`config.mk`:
```
export PLATFORM = sky130hd
export DESIGN_NAME = bounded_max_priority_queue_top
export DESIGN_NICKNAME = d
export VERILOG_FILES = /design/src/rtl/bmpq_pkg.sv /design/src/rtl/bmpq_ctrl.sv /design/src/rtl/bmpq_dp.sv /design/src/rtl/bounded_max_priority_queue_top.sv
export SDC_FILE = /design/constraint.sdc
export NUM_CORES = 1
export LEC_CHECK = 0
export BUFFER_PORTS_ARGS = -buffer_cell sky130_fd_sc_hd__buf_2
export CORE_MARGIN = 5
export CORE_UTILIZATION = 66
export DETAILED_ROUTE_END_ITERATION = 8
export GPL_TIMING_DRIVEN = 0
export PLACE_DENSITY = 0.81
export SETUP_SLACK_MARGIN = 0.05
export SYNTH_ARGS = -nofsm -noshare
export SYNTH_HDL_FRONTEND = slang
export SYNTH_SLANG_ARGS = --single-unit
```
`constraint.sdc`:
```
create_clock -name clk -period 11.4 [get_ports clk]
set_input_delay 1.71 -clock clk [delete_from_list [all_inputs] [get_ports clk]]
set_output_delay 1.71 -clock clk [all_outputs]
set_load 0.005 [all_outputs]
```
`src/rtl/bmpq_pkg.sv`:
```
// ----------------------------------------------------------------------------
// bmpq_pkg
// Shared constants and types of the bounded max priority queue: sizes,
// operation codes, controller states and the control/status bundles.
// ----------------------------------------------------------------------------
`default_nettype none

package bmpq_pkg;

	localparam int DEPTH     = 16;
	localparam int IDX_W     = (DEPTH > 1) ? $clog2(DEPTH) : 1;
	localparam int CNT_W     = $clog2(DEPTH + 1);
	localparam int DATA_W    = 16;
	localparam int MODE_W    = 2;
	localparam int OUT_CNT_W = 5;
	// count widened so that the low OUT_CNT_W bits can always be selected
	localparam int CNT_EXT_W = (CNT_W > OUT_CNT_W) ? CNT_W : OUT_CNT_W;

	typedef enum logic [MODE_W-1:0] {
		MODE_INSERT = 2'd0,
		MODE_REMOVE = 2'd1,
		MODE_CLEAR  = 2'd2,
		MODE_QUERY  = 2'd3
	} mode_t;

	typedef enum logic [1:0] {
		ST_IDLE,
		ST_SHIFT,
		ST_SCAN,
		ST_DONE
	} state_t;

	typedef struct packed {
		logic [DATA_W-1:0] prio;
		logic [DATA_W-1:0] tag;
	} entry_t;

	// controller -> datapath
	typedef struct packed {
		logic accept;       // item taken this cycle
		logic ins;          // write new entry at the tail
		logic reject;       // insert into a full queue
		logic clr;          // drop all entries
		logic shift_start;  // begin closing the gap left by the head
		logic shift;        // shift pass running
		logic shift_end;    // shift pass finished, count drops by one
		logic scan;         // head search running
		logic load_out;     // capture the result into the output register
	} cmd_t;

	// datapath -> controller
	typedef struct packed {
		logic empty;
		logic full;
		logic shift_done;
		logic scan_done;
	} status_t;

endpackage

`default_nettype wire

```
`src/rtl/bmpq_ctrl.sv`:
```
// ----------------------------------------------------------------------------
// bmpq_ctrl
// Controller of the priority queue: sequences insert, remove, clear and
// query items and owns the input and output handshakes.
// ----------------------------------------------------------------------------
`default_nettype none

module bmpq_ctrl (
	input  wire logic                          clk,
	input  wire logic                          arst_n,
	input  wire logic                          in_valid,
	output logic                               in_stall,
	input  wire logic [bmpq_pkg::MODE_W-1:0]   mode,
	output logic                               out_valid,
	input  wire logic                          out_stall,
	input  wire bmpq_pkg::status_t             status,
	output bmpq_pkg::cmd_t                     cmd
);

	bmpq_pkg::state_t state_q, state_d;
	logic             out_valid_q;
	logic             out_free;

	assign out_free  = !out_valid_q || !out_stall;
	assign in_stall  = (state_q != bmpq_pkg::ST_IDLE);
	assign out_valid = out_valid_q;

	always_ff @(posedge clk or negedge arst_n) begin
		if (!arst_n) begin
			state_q     <= bmpq_pkg::ST_IDLE;
			out_valid_q <= 1'b0;
		end else begin
			state_q <= state_d;
			if (cmd.load_out)
				out_valid_q <= 1'b1;
			else if (!out_stall)
				out_valid_q <= 1'b0;
		end
	end

	always_comb begin
		state_d = state_q;
		cmd     = '0;
		unique case (state_q)
			bmpq_pkg::ST_IDLE: begin
				if (in_valid) begin
					cmd.accept = 1'b1;
					state_d    = bmpq_pkg::ST_DONE;
					unique case (bmpq_pkg::mode_t'(mode))
						bmpq_pkg::MODE_INSERT: begin
							cmd.ins    = !status.full;
							cmd.reject = status.full;
						end
						bmpq_pkg::MODE_REMOVE: begin
							if (!status.empty) begin
								cmd.shift_start = 1'b1;
								state_d         = bmpq_pkg::ST_SHIFT;
							end
						end
						bmpq_pkg::MODE_CLEAR: cmd.clr = 1'b1;
						bmpq_pkg::MODE_QUERY: ;
						default: ;
					endcase
				end
			end
			bmpq_pkg::ST_SHIFT: begin
				cmd.shift = 1'b1;
				if (status.shift_done) begin
					cmd.shift_end = 1'b1;
					state_d       = bmpq_pkg::ST_SCAN;
				end
			end
			bmpq_pkg::ST_SCAN: begin
				cmd.scan = 1'b1;
				if (status.scan_done)
					state_d = bmpq_pkg::ST_DONE;
			end
			bmpq_pkg::ST_DONE: begin
				if (out_free) begin
					cmd.load_out = 1'b1;
					state_d      = bmpq_pkg::ST_IDLE;
				end
			end
			default: state_d = bmpq_pkg::ST_IDLE;
		endcase
	end

	// a finished result never overwrites one that is still stalled
	a_no_overwrite: assert property (@(posedge clk) disable iff (!arst_n)
		out_valid_q && out_stall |-> !cmd.load_out)
		else $error("result loaded over a stalled result");

	// every accepted item yields a result before the next item is taken
	a_one_result: assert property (@(posedge clk) disable iff (!arst_n)
		cmd.load_out |=> state_q == bmpq_pkg::ST_IDLE && out_valid_q)
		else $error("result load did not return to idle");

	// removal from a non-empty queue always runs the shift pass
	a_remove_shift: assert property (@(posedge clk) disable iff (!arst_n)
		cmd.shift_start |=> state_q == bmpq_pkg::ST_SHIFT)
		else $error("remove did not enter the shift pass");

endmodule

`default_nettype wire

```
`src/rtl/bmpq_dp.sv`:
```
// ----------------------------------------------------------------------------
// bmpq_dp
// Datapath of the priority queue: entry memory in arrival order, entry
// count, cached head, shift/scan pointer and the output register.
// ----------------------------------------------------------------------------
`default_nettype none

module bmpq_dp (
	input  wire logic                               clk,
	input  wire logic                               arst_n,
	input  wire logic [bmpq_pkg::DATA_W-1:0]        priority_req,
	input  wire logic [bmpq_pkg::DATA_W-1:0]        tag,
	input  wire bmpq_pkg::cmd_t                     cmd,
	output bmpq_pkg::status_t                       status,
	output logic      [bmpq_pkg::DATA_W-1:0]        head_tag,
	output logic      [bmpq_pkg::DATA_W-1:0]        head_priority,
	output logic                                    is_empty,
	output logic      [bmpq_pkg::OUT_CNT_W-1:0]     entry_count,
	output logic                                    rejected
);

	bmpq_pkg::entry_t mem [bmpq_pkg::DEPTH];
	bmpq_pkg::entry_t rd_data_q;

	logic [bmpq_pkg::CNT_W-1:0]     count_q;
	logic [bmpq_pkg::CNT_W-1:0]     ptr_q;
	logic [bmpq_pkg::IDX_W-1:0]     head_idx_q;
	logic [bmpq_pkg::DATA_W-1:0]    head_prio_q;
	logic [bmpq_pkg::DATA_W-1:0]    head_tag_q;
	logic                           wr_pend_q;
	logic [bmpq_pkg::IDX_W-1:0]     wr_addr_q;
	logic                           cmp_pend_q;
	logic [bmpq_pkg::IDX_W-1:0]     cmp_idx_q;
	logic                           rej_q;

	logic [bmpq_pkg::DATA_W-1:0]    out_tag_q;
	logic [bmpq_pkg::DATA_W-1:0]    out_prio_q;
	logic                           out_empty_q;
	logic [bmpq_pkg::OUT_CNT_W-1:0] out_count_q;
	logic                           out_rej_q;

	logic                           ptr_below;
	logic                           shift_rd;
	logic                           scan_rd;
	logic                           take_new;
	logic                           take_scan;
	logic                           cnt_zero;
	logic [bmpq_pkg::CNT_EXT_W-1:0] count_ext;

	assign ptr_below = (ptr_q < count_q);
	assign shift_rd  = cmd.shift && ptr_below;
	assign scan_rd   = cmd.scan && ptr_below;
	assign cnt_zero  = (count_q == '0);
	assign count_ext = bmpq_pkg::CNT_EXT_W'(count_q);

	// newest entry wins only on a strictly higher priority
	assign take_new  = cnt_zero || (priority_req > head_prio_q);
	assign take_scan = cmp_pend_q &&
		((cmp_idx_q == '0) || (rd_data_q.prio > head_prio_q));

	assign status.empty      = cnt_zero;
	assign status.full       = (count_q == bmpq_pkg::CNT_W'(bmpq_pkg::DEPTH));
	assign status.shift_done = !ptr_below;
	assign status.scan_done  = !ptr_below && !cmp_pend_q;

	// entry memory: one write port, one registered read port
	always_ff @(posedge clk) begin
		rd_data_q <= mem[ptr_q[bmpq_pkg::IDX_W-1:0]];
		if (cmd.ins)
			mem[count_q[bmpq_pkg::IDX_W-1:0]] <= '{prio: priority_req, tag: tag};
		else if (wr_pend_q)
			mem[wr_addr_q] <= rd_data_q;
	end

	always_ff @(posedge clk or negedge arst_n) begin
		if (!arst_n) begin
			count_q    <= '0;
			ptr_q      <= '0;
			wr_pend_q  <= 1'b0;
			cmp_pend_q <= 1'b0;
		end else begin
			wr_pend_q  <= shift_rd;
			cmp_pend_q <= scan_rd;
			if (cmd.ins)
				count_q <= count_q + bmpq_pkg::CNT_W'(1);
			else if (cmd.clr)
				count_q <= '0;
			else if (cmd.shift_end)
				count_q <= count_q - bmpq_pkg::CNT_W'(1);

			if (cmd.shift_start)
				ptr_q <= bmpq_pkg::CNT_W'(head_idx_q) + bmpq_pkg::CNT_W'(1);
			else if (cmd.shift_end)
				ptr_q <= '0;
			else if (shift_rd || scan_rd)
				ptr_q <= ptr_q + bmpq_pkg::CNT_W'(1);
		end
	end

	always_ff @(posedge clk) begin
		wr_addr_q <= bmpq_pkg::IDX_W'(ptr_q - bmpq_pkg::CNT_W'(1));
		cmp_idx_q <= ptr_q[bmpq_pkg::IDX_W-1:0];
		if (cmd.accept)
			rej_q <= cmd.reject;

		if (cmd.ins && take_new) begin
			head_idx_q  <= count_q[bmpq_pkg::IDX_W-1:0];
			head_prio_q <= priority_req;
			head_tag_q  <= tag;
		end else if (take_scan) begin
			head_idx_q  <= cmp_idx_q;
			head_prio_q <= rd_data_q.prio;
			head_tag_q  <= rd_data_q.tag;
		end

		if (cmd.load_out) begin
			out_tag_q   <= cnt_zero ? '0 : head_tag_q;
			out_prio_q  <= cnt_zero ? '0 : head_prio_q;
			out_empty_q <= cnt_zero;
			out_count_q <= count_ext[bmpq_pkg::OUT_CNT_W-1:0];
			out_rej_q   <= rej_q;
		end
	end

	assign head_tag      = out_tag_q;
	assign head_priority = out_prio_q;
	assign is_empty      = out_empty_q;
	assign entry_count   = out_count_q;
	assign rejected      = out_rej_q;

	a_count_bound: assert property (@(posedge clk) disable iff (!arst_n)
		count_q <= bmpq_pkg::CNT_W'(bmpq_pkg::DEPTH))
		else $error("entry count above depth");

	a_write_port: assert property (@(posedge clk) disable iff (!arst_n)
		!(cmd.ins && wr_pend_q))
		else $error("insert collides with a shift write");

	a_insert_count: assert property (@(posedge clk) disable iff (!arst_n)
		cmd.ins |=> count_q == $past(count_q) + bmpq_pkg::CNT_W'(1))
		else $error("insert did not advance the count");

	a_shift_in_range: assert property (@(posedge clk) disable iff (!arst_n)
		shift_rd |-> ptr_q != '0)
		else $error("shift read at slot zero");

endmodule

`default_nettype wire

```
`src/rtl/bounded_max_priority_queue_top.sv`:
```
// ----------------------------------------------------------------------------
// bounded_max_priority_queue_top
// Bounded max priority queue with oldest-first order among equal priorities.
// ----------------------------------------------------------------------------
// One item at a time: an item is taken only while the block is idle, and a
// finished result may sit stalled in the output register while the next item
// is taken. Insert, clear and query pass from acceptance through the done
// state into the output register (the head is kept up to date on insert).
// Remove from n entries runs two passes through the entry memory: the first
// moves the entries younger than the head down one slot, the second reads
// the n - 1 remaining entries to find the new head. A finished result waits
// in the done state for as long as an older result is still stalled in the
// output register. Entry storage needs no clearing after reset.
// ----------------------------------------------------------------------------
`default_nettype none

module bounded_max_priority_queue_top (
	input  wire logic                               clk,
	input  wire logic                               arst_n,
	input  wire logic                               in_valid,
	output logic                                    in_stall,
	input  wire logic [bmpq_pkg::MODE_W-1:0]        mode,
	input  wire logic [bmpq_pkg::DATA_W-1:0]        priority_req,
	input  wire logic [bmpq_pkg::DATA_W-1:0]        tag,
	output logic                                    out_valid,
	input  wire logic                               out_stall,
	output logic      [bmpq_pkg::DATA_W-1:0]        head_tag,
	output logic      [bmpq_pkg::DATA_W-1:0]        head_priority,
	output logic                                    is_empty,
	output logic      [bmpq_pkg::OUT_CNT_W-1:0]     entry_count,
	output logic                                    rejected
);

	bmpq_pkg::cmd_t    cmd;
	bmpq_pkg::status_t status;

	bmpq_ctrl u_ctrl (
		.clk       (clk),
		.arst_n    (arst_n),
		.in_valid  (in_valid),
		.in_stall  (in_stall),
		.mode      (mode),
		.out_valid (out_valid),
		.out_stall (out_stall),
		.status    (status),
		.cmd       (cmd)
	);

	bmpq_dp u_dp (
		.clk           (clk),
		.arst_n        (arst_n),
		.priority_req  (priority_req),
		.tag           (tag),
		.cmd           (cmd),
		.status        (status),
		.head_tag      (head_tag),
		.head_priority (head_priority),
		.is_empty      (is_empty),
		.entry_count   (entry_count),
		.rejected      (rejected)
	);

endmodule

`default_nettype wire

```
==> metrics.cfg <==
[run_status]
status = completed

[synthesis]
synth.area.mux_share = 0.173
async_flop_share = 0.0233
postSynthAreaPerCell_um2 = 20.8
synth_cell_types = 50
syn_nets = 1304
synth_area_um2 = 25400
synth-edff-count = 588
ys_seq_area_frac = 0.743
synth_ff_type = edfxtp_1
ys_seq_elements = 643
synthAdderAreaFrac = 0.0232
synth-simple-area-share = 0.0264
synth_top_family_by_area = multiplexers
syn_inst = 1219
yosysWarnings = 0
yosys.area_share.xor_xnor = 0.00138
synth_compound_area_frac = 0.0192

[placement]
preCtsSetupSlack_ns = 6.04
dp.cells = 1826
dpl_cell_area_um2 = 26900
post-dp-hpwl_um = 35900
gp_congestion = 0.835
numPortBuffers = 78

[clocking]
cts_sinks = 643
clock-root-buffer = clkbuf_16
ctsResizeCount = 0
cts-htree-levels = 2
numCtsBuffers = 60
path_clk_slew_ns = 0.06
postCtsSetupBuffers = 0
clockBufferDepth = 3
clkLatencyLatePin_ns = 0.62
hold_buffers = 0
cts_tree = done

[finish]
num_antenna_cells = 0
drive_gt1_frac = 0.309
design_area_um2 = 28800
fill_cells = 1974
multi_input_area_um2 = 6300
areaGrowthSynthToFinish_pct = 13.7
regArea_um2 = 18800
layoutNonFillerInstCount = 1939
fin_util = 0.762
finalNetCount = 1462

[sta]
fin_ws_ns = 6.65
rsz0062_at_grt = no
finalSetupTns_ns = 0
min_period_over_period = 0.417
slew_headroom = 0.199
worstMarginPinSlew_ns = 1.20
max_clock_freq_mhz = 211
report.final.hold_viol_count = 0
layout_min_cycle_time_ns = 4.75
setup_viol = 0
skew_ns = 0.0225
slew_violations = 0

[setup_path]
timing.rr.start = u_dp.count_ext[0]
cp_max_fo = 23
cpPeakStageDelay_ns = 0.95
reg2regPathDepth = 10
path_buf_inv = 3
setup.worst_path.start_class = input pin
r2r-end = u_dp.mem[5][14]
ff2ff_setup_slack_ns = 6.89
critPathKind = input pin to register
crit_chain = buf_2, ha_1, nand4_1, nor4_4, a21oi_1, a221oi_4, buf_6, a311o_2, buf_12
cp_top_family = compound AO/OA/AOI/OAI gates
critPathCaptureType = register
critPathArrivalTime_ns = 5.05
required_ns = 11.70
slowest_stage = a221oi_4

[routing]
totalWireLength_um = 61100
antenna_left = 0
wire_per_inst_um = 31.5
vias = 13185
routed_via_density = 6.80
detail_route.first_pass.iterations = 5
drc = 0
drt_iter0_drc = 1629

[floorplan]
rows = 71
core_area_um2 = 37800
io_pins = 79
initial_core_util = 0.670
die_x_um = 206
dieArea_um2 = 42400
die_y_um = 206

[global_route]
grt_pass1_vias = 13659
grt_pass1_wl_um = 89900
grt_use_total = 0.298
grt_max_degree = 24
overflow = 0
antenna_found_initial = 0

[power]
irDropWorstVdd_mv = 0.149
pwr-share-clk = 0.272
combinationalPowerShare = 0.288
powerDensity_nw_per_um2 = 252
leakage_nw = 9.53
p_int_mw = 5.07
netSwitchingFraction = 0.301
p_seq_frac = 0.440
p_sw_mw = 2.19

[hold_path]
hold_class = register to register
hold_depth = 0
min_to = u_dp.rejected
hp-start = u_dp.rej_q

[job]
maxCapViolCount = 0

[state kept, by name (all words and copies together), names as in the netlist, 2 cells and up]
name / cells
u_ctrl.state_q: 2
u_dp.cmp_idx_q: 4
u_dp.count_ext: 5
u_dp.entry_count: 5
u_dp.head_idx_q: 4
u_dp.head_prio_q: 16
u_dp.head_priority: 16
u_dp.head_tag: 16
u_dp.head_tag_q: 16
u_dp.mem: 512
u_dp.ptr_q: 5
u_dp.rd_data_q: 32
u_dp.wr_addr_q: 4
[synth_stat cells, types with 6 or more instances]
master,number,share of area
edfxtp_1,588,0.70
mux4_2,160,0.14
mux2_2,65,0.029
nor2_1,50,0.0074
ha_1,47,0.023
dfxtp_1,40,0.032
inv_1,34,0.0050
clkbuf_1,29,0.0043
a21oi_1,24,0.0047
nand2_1,22,0.0033
nor2b_1,20,0.0049
dfrtp_1,15,0.015
buf_2,14,0.0028
a31oi_1,11,0.0027
nand3_1,11,0.0022
o21ai_0,11,0.0022
nor3_1,7,0.0014
buf_1,6,0.00089
[stage by stage]
stage	hold WS, ns	total power [mW]
3_5_place_dp	0.393	5.28
5_1_grt	0.439	7.55
2_1_floorplan	0.369	4.58
3_3_place_gp	0.395	5.15
6_report	0.424	7.26
4_1_cts	0.422	7.28
[power by group through the flow]
stage	logic (mW)	registers, mW	clock network [mW]
2_1_floorplan	1.38	3.20	0
3_3_place_gp	1.91	3.24	0
3_5_place_dp	2.05	3.23	0
4_1_cts	2.10	3.19	1.98
5_1_grt	2.24	3.21	2.10
6_report	2.09	3.20	1.97
[placed cells by master, fill, tap and decap left out, types with 34 or more instances in the layout]
master | Yosys | final
ha_1 | 47 | 47
dfxtp_1 | 40 | 40
buf_2 | 14 | 92
edfxtp_1 | 588 | 588
clkbuf_1 | 29 | 44
mux4_2 | 160 | 160
mux2_2 | 65 | 65
nor2_1 | 50 | 34
inv_1 | 34 | 34
clkbuf_16 | 0 | 61
[final cells by class]
cell class,count,area share
flip-flops and latches,643,0.653
multi-input cells,490,0.218
clock buffers,80,0.0568
repair buffers,96,0.0271
well taps,511,0.0222
clock inverters,33,0.0100
plain buffers,52,0.00816
inverters,34,0.00442
[metal layers]
metal	share of wire	GRT usage	up-vias
met5	0	0	-
met2	0.51	0.503	884
met3	0.099	0.0582	166
met4	0.033	0.0901	0
li1	-	-	5319
met1	0.36	0.403	6816
[kinds of logic after synthesis]
family                   after synthesis
AO/OA/AOI/OAI                         74
XOR/XNOR                               4
adder cells (fa/ha/maj)               47
buffers and inverters                 86
flip-flops                           643
multiplexers                         230
AND/OR/NAND/NOR                      135
[how the worst max path moves through the flow]
| stage | from | end | cells after the start |
|---|---|---|---|
| 2_1_floorplan | out_stall | u_dp.entry_count[0] | 1 |
| 3_3_place_gp | out_stall | u_dp.head_tag[12] | 2 |
| 3_5_place_dp | priority_req[15] | u_dp.head_tag_q[13] | 9 |
| 4_1_cts | priority_req[1] | u_dp.head_tag_q[12] | 9 |
| 5_1_grt | priority_req[15] | u_dp.head_prio_q[7] | 9 |
| 6_report | priority_req[15] | u_dp.head_tag_q[12] | 9 |
(Power assumes the default switching activity.)
